## config.mk

```make
export PLATFORM = sky130hd
export DESIGN_NAME = unsigned_muldiv_shift_unit_64
export DESIGN_NICKNAME = d
export VERILOG_FILES = /design/src/hdl/umds_pkg.sv /design/src/hdl/umds_core.sv /design/src/hdl/unsigned_muldiv_shift_unit_64.sv
export SDC_FILE = /design/constraint.sdc
export NUM_CORES = 1
export LEC_CHECK = 0
export BUFFER_PORTS_ARGS = -buffer_cell sky130_fd_sc_hd__clkbuf_2
export CORE_ASPECT_RATIO = 0.7
export CORE_MARGIN = 5
export CORE_UTILIZATION = 55
export DETAILED_ROUTE_END_ITERATION = 7
export GPL_TIMING_DRIVEN = 0
export PLACE_DENSITY_LB_ADDON = 0.3
export SYNTH_ARGS = -nofsm -noshare
export SYNTH_HDL_FRONTEND = slang
export SYNTH_SLANG_ARGS = --single-unit
export TNS_END_PERCENT = 30
```

## constraint.sdc

```tcl
create_clock -name clock -period 11.87 [get_ports clock]
set_input_delay 0 -clock clock [delete_from_list [all_inputs] [get_ports clock]]
set_output_delay 0 -clock clock [all_outputs]
set_load 0.1 [all_outputs]
```

## src/hdl/umds_pkg.sv

```systemverilog
`timescale 1ns / 1ps
// ----------------------------------------------------------------------------
// umds_pkg
// Operation codes and the control and status bundles shared by the
// multiply / divide / shift unit and its serial core.
// ----------------------------------------------------------------------------
package umds_pkg;

   localparam int OP_BITS    = 3;
   localparam int SHAMT_BITS = 6;

   typedef enum logic [OP_BITS-1:0] {
      OP_MUL = 3'd0,
      OP_QUO = 3'd1,
      OP_REM = 3'd2,
      OP_SHL = 3'd3,
      OP_SHR = 3'd4
   } op_type;

   typedef struct packed {
      logic   start;
      logic   take;
      op_type op;
   } ctl_type;

   typedef struct packed {
      logic busy;
      logic done;
   } stat_type;

endpackage

```

## src/hdl/umds_core.sv

```systemverilog
`timescale 1ns / 1ps
// ----------------------------------------------------------------------------
// umds_core
// Bit-serial engine: shift-and-add multiply, radix-2 restoring divide and
// one-bit-per-cycle logical shifts over a shared set of shift registers.
// ----------------------------------------------------------------------------
module umds_core #(
   parameter int WORD_BITS = 64
) (
   input  logic                        clock,
   input  logic                        reset,
   input  umds_pkg::ctl_type           ctl,
   input  logic [WORD_BITS-1:0]        operand_a,
   input  logic [WORD_BITS-1:0]        operand_b,
   output umds_pkg::stat_type          stat,
   output logic [WORD_BITS-1:0]        result,
   output logic                        divide_by_zero
);
   import umds_pkg::*;

   localparam int CW = $clog2(WORD_BITS + 1);

   typedef enum logic [1:0] {
      ST_IDLE,
      ST_RUN,
      ST_DONE
   } state_type;

   state_type            state_ff, state_in;
   op_type               op_ff, op_in;
   logic [CW-1:0]        cnt_ff, cnt_in;
   logic [WORD_BITS-1:0] x_ff, x_in;
   logic [WORD_BITS-1:0] y_ff, y_in;
   logic [WORD_BITS-1:0] acc_ff, acc_in;
   logic                 dz_ff, dz_in;

   logic [SHAMT_BITS-1:0] shamt;
   logic [WORD_BITS:0]    trial;
   logic [WORD_BITS-1:0]  diff;
   logic                  ge;

   assign shamt = operand_b[SHAMT_BITS-1:0];
   assign trial = {acc_ff, x_ff[WORD_BITS-1]};
   assign diff  = trial[WORD_BITS-1:0] - y_ff;
   assign ge    = trial >= {1'b0, y_ff};

   always_comb begin
      state_in = state_ff;
      op_in    = op_ff;
      cnt_in   = cnt_ff;
      x_in     = x_ff;
      y_in     = y_ff;
      acc_in   = acc_ff;
      dz_in    = dz_ff;
      case (state_ff)
         ST_IDLE: begin
            if (ctl.start) begin
               state_in = ST_RUN;
               op_in    = ctl.op;
               x_in     = operand_a;
               y_in     = operand_b;
               acc_in   = '0;
               dz_in    = 1'b0;
               cnt_in   = '0;
               case (ctl.op)
                  OP_MUL: cnt_in = CW'(WORD_BITS);
                  OP_QUO, OP_REM: begin
                     if (operand_b == '0) begin
                        dz_in = 1'b1;
                        x_in  = '0;
                     end else begin
                        cnt_in = CW'(WORD_BITS);
                     end
                  end
                  OP_SHL, OP_SHR: begin
                     if (int'(shamt) < WORD_BITS) begin
                        cnt_in = CW'(shamt);
                     end else begin
                        x_in = '0;
                     end
                  end
                  default: x_in = '0;
               endcase
            end
         end
         ST_RUN: begin
            if (cnt_ff == '0) begin
               state_in = ST_DONE;
            end else begin
               cnt_in = cnt_ff - CW'(1);
               case (op_ff)
                  OP_MUL: begin
                     if (y_ff[0]) begin
                        acc_in = acc_ff + x_ff;
                     end
                     x_in = {x_ff[WORD_BITS-2:0], 1'b0};
                     y_in = {1'b0, y_ff[WORD_BITS-1:1]};
                  end
                  OP_QUO, OP_REM: begin
                     acc_in = ge ? diff : trial[WORD_BITS-1:0];
                     x_in   = {x_ff[WORD_BITS-2:0], ge};
                  end
                  OP_SHL: x_in = {x_ff[WORD_BITS-2:0], 1'b0};
                  OP_SHR: x_in = {1'b0, x_ff[WORD_BITS-1:1]};
                  default: x_in = x_ff;
               endcase
            end
         end
         ST_DONE: begin
            if (ctl.take) begin
               state_in = ST_IDLE;
            end
         end
         default: state_in = ST_IDLE;
      endcase
   end

   always_ff @(posedge clock) begin
      if (reset) begin
         state_ff <= ST_IDLE;
      end else begin
         state_ff <= state_in;
      end
      op_ff  <= op_in;
      cnt_ff <= cnt_in;
      x_ff   <= x_in;
      y_ff   <= y_in;
      acc_ff <= acc_in;
      dz_ff  <= dz_in;
   end

   always_comb begin
      case (op_ff)
         OP_MUL, OP_REM: result = acc_ff;
         OP_QUO, OP_SHL, OP_SHR: result = x_ff;
         default: result = '0;
      endcase
   end

   assign divide_by_zero = dz_ff;
   assign stat.busy      = (state_ff != ST_IDLE);
   assign stat.done      = (state_ff == ST_DONE);

`ifndef SYNTHESIS
   a_start_idle: assert property (@(posedge clock) disable iff (reset)
      ctl.start |-> state_ff == ST_IDLE)
      else $error("request started while core busy");
   a_cnt_range: assert property (@(posedge clock) disable iff (reset)
      state_ff == ST_RUN |-> int'(cnt_ff) <= WORD_BITS)
      else $error("iteration count out of range");
   a_dz_zero: assert property (@(posedge clock) disable iff (reset)
      stat.done && dz_ff |-> result == '0)
      else $error("divide by zero gave nonzero result");
   a_done_hold: assert property (@(posedge clock) disable iff (reset)
      stat.done && !ctl.take |=> stat.done)
      else $error("result dropped before transfer");
`endif

endmodule

```

## src/hdl/unsigned_muldiv_shift_unit_64.sv

```systemverilog
`timescale 1ns / 1ps
// ----------------------------------------------------------------------------
// unsigned_muldiv_shift_unit_64
// Unsigned multiply, divide, modulo and logical shift unit, computed one
// operand bit per cycle in a serial core, with a registered response stage.
//
//   channel  ports                                         role
//   req      req_valid req_stall req_op req_operand_a/b    request in
//   rsp      rsp_valid rsp_stall rsp_result
//            rsp_divide_by_zero                            response out
//
// Multiply and divide iterate over all WORD_BITS operand bits in the core;
// shifts iterate as many times as the shift amount, while zero divisors and
// unused codes skip the iteration.
// A new request is taken while a finished response waits in rsp.
// Reset (synchronous) empties the core and the response stage.
// ----------------------------------------------------------------------------
module unsigned_muldiv_shift_unit_64 #(
   parameter int WORD_BITS = 64
) (
   input  logic                        clock,
   input  logic                        reset,
   input  logic                        req_valid,
   output logic                        req_stall,
   input  logic [umds_pkg::OP_BITS-1:0] req_op,
   input  logic [WORD_BITS-1:0]        req_operand_a,
   input  logic [WORD_BITS-1:0]        req_operand_b,
   output logic                        rsp_valid,
   input  logic                        rsp_stall,
   output logic [WORD_BITS-1:0]        rsp_result,
   output logic                        rsp_divide_by_zero
);
   import umds_pkg::*;

   ctl_type              ctl;
   stat_type             stat;
   logic [WORD_BITS-1:0] core_result;
   logic                 core_dz;

   logic                 rsp_valid_ff, rsp_valid_in;
   logic [WORD_BITS-1:0] rsp_result_ff, rsp_result_in;
   logic                 rsp_dz_ff, rsp_dz_in;
   logic                 slot_free;

   assign req_stall = stat.busy;
   assign slot_free = !rsp_valid_ff || !rsp_stall;

   assign ctl.start = req_valid && !stat.busy;
   assign ctl.take  = slot_free;
   assign ctl.op    = op_type'(req_op);

   umds_core #(
      .WORD_BITS(WORD_BITS)
   ) u_core (
      .clock          (clock),
      .reset          (reset),
      .ctl            (ctl),
      .operand_a      (req_operand_a),
      .operand_b      (req_operand_b),
      .stat           (stat),
      .result         (core_result),
      .divide_by_zero (core_dz)
   );

   always_comb begin
      rsp_valid_in  = rsp_valid_ff;
      rsp_result_in = rsp_result_ff;
      rsp_dz_in     = rsp_dz_ff;
      if (stat.done && slot_free) begin
         rsp_valid_in  = 1'b1;
         rsp_result_in = core_result;
         rsp_dz_in     = core_dz;
      end else if (!rsp_stall) begin
         rsp_valid_in = 1'b0;
      end
   end

   always_ff @(posedge clock) begin
      if (reset) begin
         rsp_valid_ff <= 1'b0;
      end else begin
         rsp_valid_ff <= rsp_valid_in;
      end
      rsp_result_ff <= rsp_result_in;
      rsp_dz_ff     <= rsp_dz_in;
   end

   assign rsp_valid          = rsp_valid_ff;
   assign rsp_result         = rsp_result_ff;
   assign rsp_divide_by_zero = rsp_dz_ff;

endmodule

```

==> impl_metrics.toml, run 1 <==
[critical_path]
worstSetupStartpoint = "u_core.state_ff[1]"
cp_max_fo = 25
endpoint = "u_core.y_ff[15]"
rrSetupSlack_ns = 7.44
cp_data_required_time_ns = 12.15
r2r_cells = 7
start_kind = "register"
r2r_start = "u_core.state_ff[1]"
critPathArrivalTime_ns = 4.71
crit_type = "reg -> reg"
worst_setup_path_end_kind = "register"
r2r-end = "u_core.y_ff[15]"

[clocking]
numCtsBuffers = 28
post_cts_resized = 0
cts_buffer_depth = 3
h-tree-depth = 1
clkTransAtPathRegs_ns = 0.07
cts_tree = "done"
cts_root_buf = "clkbuf_16"
worstSkewPairLatency_ns = 0.59
cts_sinks = 271

[pwr]
p_leak_nw = 10.3
power_density_mw_per_mm2 = 177
ir_drop_mv = 0.122

[detailed_routing]
first_pass_iters = 6
wl_per_cell_um = 26.0
drtAntennaViolNets = 0
num_vias = 21600
drc = 0
routed_via_density = 6.64
drt_wl_total_um = 84500
drtIter0Drc = 3345

[synthesis]
synth_warnings = 0
synth_cell_types = 88
synth_fp_nets = 2635
async_flop_share_pct = 0
synth_top_area_share_pct = 38.5
synthesis.area_mm2 = 0.0209
ys_seq_area_share_pct = 38.8
synth_ff_type = "edfxtp_1"
ys_seq_elements = 271
synth_area_per_cell_um2 = 8.81
synth_area_leaders = "edfxtp_1 (39%), ha_1 (7.7%), nand2_1 (6.2%)"
synth.largest_area_cell = "edfxtp_1"
synth_edf_count = 268
synthCells = 2369

[cells_and_area]
fill_cells = 2944
fin_util_pct = 67.0
drive_above_1_share_pct = 12.3
area_growth_pct = 19.9
final_nets = 3010

[global_routing]
antenna_found_initial = 1
grt_usage_pct = 38.4
grt-ovfl-total = 0
grt_pass1_vias = 20100
grt_max_degree = 32
grt_pass1_wl_um = 125000

[outcome]
status = "finished clean"

[sta]
holdWs_ns = 0.227
fin_tns_setup_ns = 0
setup_viol = 0
rsz0062_at_grt = "no"
fmax_mhz = 226
setup_slack_ns = 7.44
min_period_ns = 4.43
fin_worst_skew_ns = 0.0164
timing.final.crit_share_pct = 37.3
hold_viol = 0
tightest_slew_ns = 1.30
relSlewSlack_pct = 13.3
slew_violations = 0

[place]
place_hpwl_um = 63200
portBuffers = 201
place_ws_ns = 7.65
gp_congestion = 0.997

[run]
max-cap-violations = 0

[floorplanning]
num_io_pins = 202
rows = 59
initial_core_util_pct = 55.9
die_h_um = 173
die-area_mm2 = 0.0420
core-area_mm2 = 0.0374
die_w_um = 243

[worst_hold_path]
min_from = "reset"
hp-class = "in -> reg"
[placed cells by master, fill, tap and decap left out, types with 30 or more instances in the layout]
master         netlist  layout
a21o_1              68      68
a21oi_1            205     203
a22o_1              64      64
buf_2               30      30
clkbuf_1            95      98
clkbuf_2             6     207
dlygate4sd3_1        0     135
edfxtp_1           268     268
ha_1               129     129
inv_1              116     116
mux2i_1             68      68
nand2_1            345     345
nand3_1             35      35
nand4_1             54      54
nor2_1             127     124
nor3_1              42      42
o21ai_0            243     243
xnor2_1             70      70
xor2_1              39      39
[state kept, by name, summed over array words and instances (netlist names)]
register / count
rsp_result: 64
u_core.acc_ff: 64
u_core.x_ff: 64
u_core.y_ff: 64
u_core.cnt_ff: 7
u_core.op_ff: 3
u_core.state_ff: 2
rsp_divide_by_zero: 1
rsp_valid: 1
u_core.divide_by_zero: 1
[through the flow]
| step | area, um2 | std cells | power, mW |
|---|---|---|---|
| 5_1_grt | 25000 | 3254 | 4.63 |
| 3_3_place_gp | 22500 | 3058 | 3.34 |
| 3_5_place_dp | 22700 | 3067 | 3.37 |
| 2_1_floorplan | 20900 | 2369 | 2.72 |
| 6_report | 25000 | 3255 | 4.44 |
| 4_1_cts | 25000 | 3254 | 4.32 |
[kinds of logic (layout without fill, tap and decap cells)]
| logic type | after synthesis | count (layout) | synth area share (%) |
|---|---|---|---|
| compound gates | 797 | 797 | 24.3 |
| simple gates | 729 | 729 | 16.0 |
| flops | 271 | 271 | 38.8 |
| buf+inv | 264 | 661 | 5.14 |
| fa+ha+maj | 131 | 131 | 7.92 |
| xor+xnor | 109 | 109 | 4.57 |
| mux | 68 | 68 | 3.26 |
| other cells | 0 | 1 | 0 |
[worst min-delay path by stage]
stage	end	slack, ns	cells past startpoint
floorplan	rsp_valid	0.07	1
global placement	u_core.state_ff[1]	0.21	2
detailed placement	u_core.state_ff[1]	0.21	2
CTS	u_core.state_ff[0]	0.16	3
global route	u_core.x_ff[54]	0.25	4
finish	u_core.state_ff[0]	0.23	3
[synthesized netlist by cell type, types with 7 or more instances]
master,count
buf_2,30
nand2_1,345
buf_4,8
buf_1,8
clkbuf_1,95
nor3_1,42
or3_1,12
o21ai_0,243
nand3_1,35
inv_1,116
or2_2,7
xor2_1,39
a211o_1,8
xnor2_1,70
o21a_1,11
nor4_1,26
edfxtp_1,268
nand2b_1,21
a22oi_1,7
o31ai_1,9
and2_1,8
o21bai_1,29
nor2b_1,12
o211ai_1,27
ha_1,129
a211oi_1,13
and3_1,15
a21o_1,68
a311oi_1,7
nand4_1,54
a22o_1,64
mux2i_1,68
a21oi_1,205
a31oi_1,22
nor2_1,127
[what timing repair did]
action,4_1_cts,5_1_grt
buffers inserted,0,0
hold buffers,135,0
hold endpoints to repair,157,0
[where the power goes]
| group | leakage, nW | internal [mW] | switching [mW] | total, mW |
|---|---|---|---|---|
| clock network | 0.446 | 0.512 | 0.416 | 0.928 |
| registers | 2.63 | 1.22 | 0.165 | 1.39 |
| logic | 7.23 | 0.749 | 1.38 | 2.13 |
[per-layer routing]
| layer | vias up | global-route usage, % | share of wire, % |
|---|---|---|---|
| li1 | 9549 | - | - |
| met1 | 10200 | 59.1 | 43 |
| met2 | 1643 | 51.3 | 38 |
| met3 | 189 | 12.9 | 16 |
| met4 | 2 | 10.0 | 3.2 |
| met5 | - | 0 | 0.011 |
[critical path, stage by stage (launching register included)]
cell and delay (ns):
dfxtp_1 0.37, nand2b_1 0.63, clkbuf_1 0.78, clkbuf_1 0.57, clkbuf_1 0.76, nor2_1 0.19
nor2_4 0.54, buf_16 0.26
[final cells by class]
class | instances | area [um2] | area share, %
multi-input cells | 1834 | 11700 | 46.9
flip-flops and latches | 271 | 8110 | 32.4
repair buffers | 345 | 2560 | 10.2
clock buffers | 32 | 737 | 2.94
plain buffers | 148 | 638 | 2.55
well taps | 488 | 611 | 2.44
inverters | 116 | 435 | 1.74
clock inverters | 20 | 190 | 0.760
diodes | 1 | 2.50 | 0.0100
No activity file was read; power rests on OpenSTA's default activity.
==> run 2: changes to the inputs <==
==> constraint.sdc (replaced) <==
create_clock -name clock -period 4.43 [get_ports clock]
set_input_delay 0 -clock clock [delete_from_list [all_inputs] [get_ports clock]]
set_output_delay 0 -clock clock [all_outputs]
set_load 0.1 [all_outputs]
==> impl_metrics.toml, run 2 (synthesis gave the netlist of run 1 again) <==
[global_routing]
grt_pass1_wl_um = 125000
grt-ovfl-total = 0
grt_max_degree = 32
grt_pass1_vias = 20200
grt_usage_pct = 38.3
antenna_found_initial = 2

[cells_and_area]
final_nets = 3012
seq_area_mm2 = 0.00811
multi_input_area_mm2 = 0.0118
mostFrequentLayoutCells = "nand2_1 (345), edfxtp_1 (268), o21ai_0 (242), clkbuf_2 (207), a21oi_1 (203)"
drive_above_1_share_pct = 12.4
area_growth_pct = 20.2
final_common_cell = "nand2_1"
fill_cells = 2970
fin_util_pct = 67.2

[critical_path]
crit_chain = "nand2b_1 > clkbuf_1 > clkbuf_1 > clkbuf_1 > nor2_1 > nor2_4 > buf_16"
start_kind = "register"
path_buf_inv = 4
cpPeakStageDelay_ns = 0.76
cpLargestDelayFamily = "buffers and inverters"
slowest_stage = "clkbuf_1"
cp_max_fo = 25
path_common_cell = "clkbuf_1"
cp_data_required_time_ns = 4.70
critPathArrivalTime_ns = 4.69
crit_type = "reg -> reg"
worst_setup_path_end_kind = "register"

[detailed_routing]
drc = 0
routed_via_density = 6.64
first_pass_iters = 8
drtIter0Drc = 3180
drt_wl_total_um = 84500
num_vias = 21600
drtAntennaViolNets = 0
wl_per_cell_um = 25.9

[sta]
fin_worst_skew_ns = 0.0214
rsz0062_at_grt = "no"
timing.final.crit_share_pct = 99.6
slew_violations = 0
min_period_ns = 4.41
fmax_mhz = 227
tightest_slew_ns = 1.28
relSlewSlack_pct = 14.7
setup_slack_ns = 0.0155
setup_viol = 0
hold_viol = 0

[floorplanning]
die_w_um = 243
die_h_um = 173
initial_core_util_pct = 55.9
core-area_mm2 = 0.0374
num_io_pins = 202
die-area_mm2 = 0.0420
rows = 59

[run]
max-cap-violations = 0

[place]
place_hpwl_um = 62900
portBuffers = 201
gp_congestion = 1.01
place_ws_ns = 0.219

[pwr]
switchingPower_mw = 5.23
internal_power_mw = 6.73
seqPwrFrac_pct = 31.0
ir_drop_mv = 0.338
p_leak_nw = 10.3
power_frac_clock_pct = 21.2
switching_share_pct = 43.8
p_comb_share_pct = 47.8
power_density_mw_per_mm2 = 477

[clocking]
cts_root_buf = "clkbuf_16"
numCtsBuffers = 29
clkTransAtPathRegs_ns = 0.07
cts_sinks = 271
cts_tree = "done"
worstSkewPairLatency_ns = 0.58
h-tree-depth = 1
cts_buffer_depth = 3

[outcome]
status = "finished clean"

[worst_hold_path]
hp-class = "in -> reg"
-- run 2: changes by cell type in the layout (fill, tap and decap cells not counted), sizes merged --
cell      before  now
buf           56   57
clkbuf       334  342
clkinv        13    7
clkinvlp       3    2
-- run 2: per-layer routing --
layer	wire length, um	vias to the layer above	GRT usage [%]
li1	-	9536	-
met1	36800	10300	59.5
met2	32400	1633	51.5
met3	12500	209	11.7
met4	2700	2	9.64
met5	31	-	0
-- run 2: final timing paths --
path | startpoint | end | slack, ns | cells past startpoint
worst min register to register | u_core.divide_by_zero | rsp_divide_by_zero | 0.47 | 0
worst max-delay path | u_core.state_ff[1] | u_core.y_ff[21] | 0.02 | 7
worst max register to register | u_core.state_ff[1] | u_core.y_ff[21] | 0.02 | 7
worst min-delay path | reset | u_core.state_ff[0] | 0.23 | 3
-- run 2: layout make-up --
cell class                 count  share of cell area, %
timing repair buffer         346                   10.3
sequential                   271                   32.3
antenna                        1                0.00997
multi-input combinational   1834                   46.9
clock buffer                  40                   3.22
inverter                     116                   1.73
clock inverter                13                  0.603
buffer                       148                   2.54
tap                          488                   2.43
-- run 2: power by group through the flow --
stage / Clock [mW] / Sequential [mW] / Combinational (mW)
global route: 2.64 / 3.70 / 6.13
floorplan: 0 / 3.54 / 3.75
CTS: 2.52 / 3.66 / 5.45
finish: 2.54 / 3.70 / 5.72
global placement: 0 / 3.73 / 5.20
detailed placement: 0 / 3.71 / 5.32
-- run 2: timing repair --
action                                  in CTS  in global routing
endpoints found under the hold margin      156                  0
gates resized for setup                      0                  3
hold buffers                               135                  0
endpoints found under the setup margin       0                  3
setup buffers                                0                  0
-- run 2: worst reg2reg max path: stages, from the launching register on --
cell	delay [ns]
dfxtp_1	0.39
nand2b_1	0.64
clkbuf_1	0.77
clkbuf_1	0.58
clkbuf_1	0.75
nor2_1	0.19
nor2_4	0.53
buf_16	0.26
-- run 2: per-stage QoR --
step           TNS (ns)  area (um2)  hold WS [ns]  power [mW]  instances
2_1_floorplan     -8.83       20900        0.0691        7.29       2369
3_3_place_gp    -446.23       22500         0.207        8.93       3058
3_5_place_dp          0       22800         0.219        9.03       3068
4_1_cts               0       25100         0.175        11.6       3256
5_1_grt               0       25100         0.237        12.5       3256
6_report              0       25100         0.227        12.0       3257
